<file path="src/sv/itf_pkg.sv">
`timescale 1ns / 1ps
// itf_pkg: shared constants, codes and controller/datapath handshake types
// for the integer-to-text field formatter; no dependencies

package itf_pkg;

  localparam int DIGIT_BUFFER_DEPTH = 34;
  localparam int MAX_FIELD_WIDTH    = 64;

  localparam int CMD_W = 3;
  localparam int VAL_W = 32;
  localparam int FW_W  = 7;
  localparam int DIG_W = 4;
  localparam int CHR_W = 8;
  localparam int ND_W  = $clog2(DIGIT_BUFFER_DEPTH + 1);

  // conversion kinds
  localparam logic [CMD_W-1:0] CMD_SDEC = 3'd0;
  localparam logic [CMD_W-1:0] CMD_UDEC = 3'd1;
  localparam logic [CMD_W-1:0] CMD_HEXL = 3'd2;
  localparam logic [CMD_W-1:0] CMD_HEXU = 3'd3;
  localparam logic [CMD_W-1:0] CMD_BIN  = 3'd4;
  localparam logic [CMD_W-1:0] CMD_PTR  = 3'd5;

  // digit extraction radix
  localparam logic [1:0] RADIX_DEC = 2'd0;
  localparam logic [1:0] RADIX_HEX = 2'd1;
  localparam logic [1:0] RADIX_BIN = 2'd2;

  // ceil(2^35 / 10): floor(v * RECIP10 / 2^35) == v / 10 for any 32-bit v
  localparam logic [VAL_W-1:0] RECIP10     = 32'hCCCC_CCCD;
  localparam int               RECIP_SHIFT = 35;

  localparam logic [CHR_W-1:0] CH_SPACE = 8'h20;
  localparam logic [CHR_W-1:0] CH_PLUS  = 8'h2B;
  localparam logic [CHR_W-1:0] CH_MINUS = 8'h2D;
  localparam logic [CHR_W-1:0] CH_ZERO  = 8'h30;
  localparam logic [CHR_W-1:0] CH_LX    = 8'h78;
  localparam logic [CHR_W-1:0] CH_LB    = 8'h62;
  localparam logic [CHR_W-1:0] CH_LA    = 8'h61;
  localparam logic [CHR_W-1:0] CH_UA    = 8'h41;

  typedef struct packed {
    logic load;
    logic extract;
    logic plan;
    logic emit;
  } ctrl_cmd_t;

  typedef struct packed {
    logic extract_done;
    logic emit_last;
    logic out_free;
  } ctrl_sts_t;

  function automatic logic [CHR_W-1:0] digit_char(input logic [DIG_W-1:0] d,
                                                  input logic upper);
    logic [CHR_W-1:0] base;
    base = upper ? CH_UA : CH_LA;
    if (d < 4'd10) begin
      digit_char = CH_ZERO + {4'd0, d};
    end else begin
      digit_char = base + {4'd0, d} - 8'd10;
    end
  endfunction

endpackage

</file>
<file path="src/sv/itf_ctrl.sv">
`timescale 1ns / 1ps
// itf_ctrl: sequencing state machine of the formatter (load, digit loop,
// field plan, character emission); uses itf_pkg command/status types

module itf_ctrl (
  input  logic               clk,
  input  logic               rst_n,
  input  logic               in_valid,
  output logic               in_ready,
  input  itf_pkg::ctrl_sts_t sts,
  output itf_pkg::ctrl_cmd_t ctl
);

  typedef enum logic [3:0] {
    ST_IDLE    = 4'b0001,
    ST_EXTRACT = 4'b0010,
    ST_PLAN    = 4'b0100,
    ST_EMIT    = 4'b1000
  } state_t;

  state_t state_r, state_nxt;

  always_comb begin
    state_nxt   = state_r;
    ctl         = '0;
    in_ready    = 1'b0;
    case (state_r)
      ST_IDLE: begin
        in_ready = rst_n;
        if (in_valid && rst_n) begin
          ctl.load  = 1'b1;
          state_nxt = ST_EXTRACT;
        end
      end
      ST_EXTRACT: begin
        ctl.extract = 1'b1;
        if (sts.extract_done) begin
          state_nxt = ST_PLAN;
        end
      end
      ST_PLAN: begin
        ctl.plan  = 1'b1;
        state_nxt = ST_EMIT;
      end
      ST_EMIT: begin
        if (sts.out_free) begin
          ctl.emit = 1'b1;
          if (sts.emit_last) begin
            state_nxt = ST_IDLE;
          end
        end
      end
      default: begin
        state_nxt = ST_IDLE;
      end
    endcase
  end

  always_ff @(posedge clk) begin
    if (!rst_n) begin
      state_r <= ST_IDLE;
    end else begin
      state_r <= state_nxt;
    end
  end

endmodule

</file>
<file path="config.mk">
export PLATFORM = sky130hd
export DESIGN_NAME = itf_ctrl
export DESIGN_NICKNAME = d
export VERILOG_FILES = /design/src/sv/itf_pkg.sv /design/src/sv/itf_ctrl.sv
export SDC_FILE = /design/constraint.sdc
export NUM_CORES = 1
export LEC_CHECK = 0
export ABC_AREA = 1
export BUFFER_PORTS_ARGS = -buffer_cell sky130_fd_sc_hd__buf_4
export CELL_PAD_IN_SITES_DETAIL_PLACEMENT = 1
export CELL_PAD_IN_SITES_GLOBAL_PLACEMENT = 1
export CORE_AREA = 2 2 39 41
export DETAILED_ROUTE_END_ITERATION = 16
export DIE_AREA = 0 0 41 43
export GPL_TIMING_DRIVEN = 0
export PLACE_DENSITY = 0.61
export SLEW_MARGIN = 25
export SYNTH_ARGS = -nofsm -noshare
export SYNTH_HDL_FRONTEND = slang
export SYNTH_SLANG_ARGS = --single-unit
</file>
<file path="constraint.sdc">
create_clock -name clk -period 1.7 [get_ports clk]
set_input_delay 0.255 -clock clk [delete_from_list [all_inputs] [get_ports clk]]
set_output_delay 0.255 -clock clk [all_outputs]
set_load 0.01 [all_outputs]
</file>
==> impl_metrics.env <==
export IMPL_status="completed"
export IMPL_cts_hold_fix_buffers=0
export IMPL_syn_area_per_cell_um2=7.11
export IMPL_drtAntennaViolNets=0
export IMPL_synth_seq_area_share_pct=29.6
export IMPL_r2r_start="state_r[1]"
export IMPL_yosys_area_top_type_share_pct=29.6
export IMPL_port_buffers=10
export IMPL_final_cells=67
export IMPL_root_buffer="clkbuf_4"
export IMPL_area_delta_synth_final_pct=43.5
export IMPL_drv_cap=0
export IMPL_path_class="register to output port"
export IMPL_crit_required_ns=1.44
export IMPL_min_from="in_valid"
export IMPL_core_area_mm2=0.00138
export IMPL_slew_viol_final=0
export IMPL_grt_overflow_total=0
export IMPL_timing_fmax_mhz=719
export IMPL_multi_input_area_um2=156
export IMPL_num_fill_cells=173
export IMPL_startpoint_type="register"
export IMPL_antenna_cells=0
export IMPL_syn_inst=38
export IMPL_syn_num_nets=44
export IMPL_min_delay_worst_endpoint="state_r[1]"
export IMPL_grt_pass1_vias=238
export IMPL_path_clk_slew_ns=0.04
export IMPL_top_register="state_r"
export IMPL_wl_um=589
export IMPL_yosysWarnings=0
export IMPL_reg_top3="state_r x4"
export IMPL_finalHoldViolations=0
export IMPL_hpwl_um=510
export IMPL_ir_drop_v=0.000201
export IMPL_start_util_pct=19.5
export IMPL_skew_ns=0.00176
export IMPL_postCtsSetupRepairBufs=0
export IMPL_drt_pass1_iterations=1
export IMPL_cts_buffers=3
export IMPL_drive_gt1_share_pct=47.1
export IMPL_clockBufferDepth=2
export IMPL_grt_max_degree=6
export IMPL_clk_insertion_delay_late_ns=0.23
export IMPL_setup_viol=0
export IMPL_final_util_pct=28.0
export IMPL_synth_cell_types=16
export IMPL_drc=0
export IMPL_antenna_found_initial=0
export IMPL_cts_sinks=4
export IMPL_rsz0062_at_grt="no"
export IMPL_grt_pass1_wl_um=959
export IMPL_placed_cells=64
export IMPL_dieWidth_um=41
export IMPL_p_clk_share_pct=41.5
export IMPL_wl_per_cell_um=8.79
export IMPL_cts_resized=0
export IMPL_ys_ff_latch=4
export IMPL_p_seq_share_pct=37.1
export IMPL_regToRegEndpoint="state_r[0]"
export IMPL_rr_worst_depth=5
export IMPL_vias=263
export IMPL_hp_class="input pin to register"
export IMPL_critPathCaptureType="output port"
export IMPL_power_mw=0.277
export IMPL_h_tree_depth=1
export IMPL_switching_share_pct=25.6
export IMPL_p_comb_share_pct=21.4
export IMPL_drt_iter0_drc=0
export IMPL_layout_nets=59
export IMPL_net_switching_power_mw=0.0707
export IMPL_dieArea_mm2=0.00176
export IMPL_synth_area_leader_cell="dfxtp_1"
export IMPL_cts_tree="done"
export IMPL_finalCritPeriodShare_pct=81.8
export IMPL_worst_pin_slew_ns=0.204
export IMPL_fin_tns_setup_ns=0
export IMPL_p_int_mw=0.206
export IMPL_core_rowCount=14
export IMPL_largest_reg_flops=4
export IMPL_ys_top_cells_by_area="dfxtp_1, nor2_4, nand3_1"
export IMPL_die_h_um=43
export IMPL_place_congestion=0.710
export IMPL_relSlewSlack_pct=86.4
export IMPL_min_path_cells=3
export IMPL_period_needed_ns=1.39
export IMPL_worstPathArrival_ns=1.14
export IMPL_hold_ws_ns=0.302
export IMPL_seq_area_um2=80.1
export IMPL_vias_per_cell=3.93
export IMPL_leakage_nw=0.202
export IMPL_syn_area_um2=270
export IMPL_r2r_slack_ns=0.68
export IMPL_track_usage_pct=8.23
export IMPL_io_pins=11
export IMPL_path_max_fanout=5
export IMPL_power_density_mw_per_mm2=713
area by class of cell:
class                   instances  share of cell area (%)
flip-flops and latches          4                    20.6
inverters                       7                    6.77
clock buffers                   3                    5.81
multi-input cells              26                    40.3
well taps                      16                    5.16
plain buffers                   1                    1.94
repair buffers                 10                    19.4
kinds of logic after synthesis:
logic type	Yosys count	synth area share, %
and+or+nand+nor	23	48.6
DFF	4	29.6
AOI/OAI and AO/OA	3	9.26
buffers and inverters	8	12.5
Yosys cell counts:
| cell | count |
|---|---|
| a21oi_1 | 1 |
| a21oi_2 | 1 |
| and3_1 | 1 |
| buf_4 | 1 |
| dfxtp_1 | 4 |
| inv_1 | 5 |
| inv_2 | 2 |
| nand2_1 | 5 |
| nand2_2 | 2 |
| nand3_1 | 5 |
| nand3b_1 | 1 |
| nand4_1 | 1 |
| nor2_1 | 4 |
| nor2_2 | 1 |
| nor2_4 | 3 |
| o21bai_2 | 1 |
how the worst max path moves through the flow:
stage	from	end	slack (ns)	depth (start not counted)
floorplan	state_r[3]	ctl[3]	0.62	5
global placement	state_r[0]	ctl[3]	0.54	7
detailed placement	state_r[3]	ctl[3]	0.54	6
CTS	state_r[3]	ctl[3]	0.28	6
global route	state_r[0]	ctl[3]	0.21	7
finish	state_r[3]	ctl[3]	0.31	6
layer usage:
layer  share of wire [%]  track usage (%)  vias to the layer above
met2                  47             9.69                        6
met4                   0             8.00                        0
met5                   0                0                        -
met3                 7.8             1.57                        0
li1                    -                -                      145
met1                  45             11.6                      112
layout by cell type, fill, tap and decap left out, drive strengths merged:
master	instances
a21oi	2
and3	1
buf	11
clkbuf	3
dfxtp	4
inv	7
nand2	7
nand3	5
nand3b	1
nand4	1
nor2	8
o21bai	1
power groups by stage:
stage	logic, mW	clock network, mW	registers (mW)
2_1_floorplan	0.0383	0	0.103
3_3_place_gp	0.0600	0	0.104
3_5_place_dp	0.0600	0	0.104
4_1_cts	0.0604	0.123	0.103
5_1_grt	0.0658	0.129	0.103
6_report	0.0591	0.115	0.103
critical path: stages (launching register included):
cell     delay (ns)
dfxtp_1        0.32
nor2_4         0.17
nand2_2        0.10
nor2_4         0.10
nand2_2        0.06
inv_1          0.05
buf_4          0.11
per-stage QoR:
| step | worst slack [ns] | instance area (um2) |
|---|---|---|
| finish | 0.310 | 388 |
| global route | 0.207 | 388 |
| CTS | 0.277 | 388 |
| detailed placement | 0.539 | 365 |
| global placement | 0.541 | 365 |
| floorplan | 0.620 | 270 |
No activity file was read; power rests on OpenSTA's default activity.
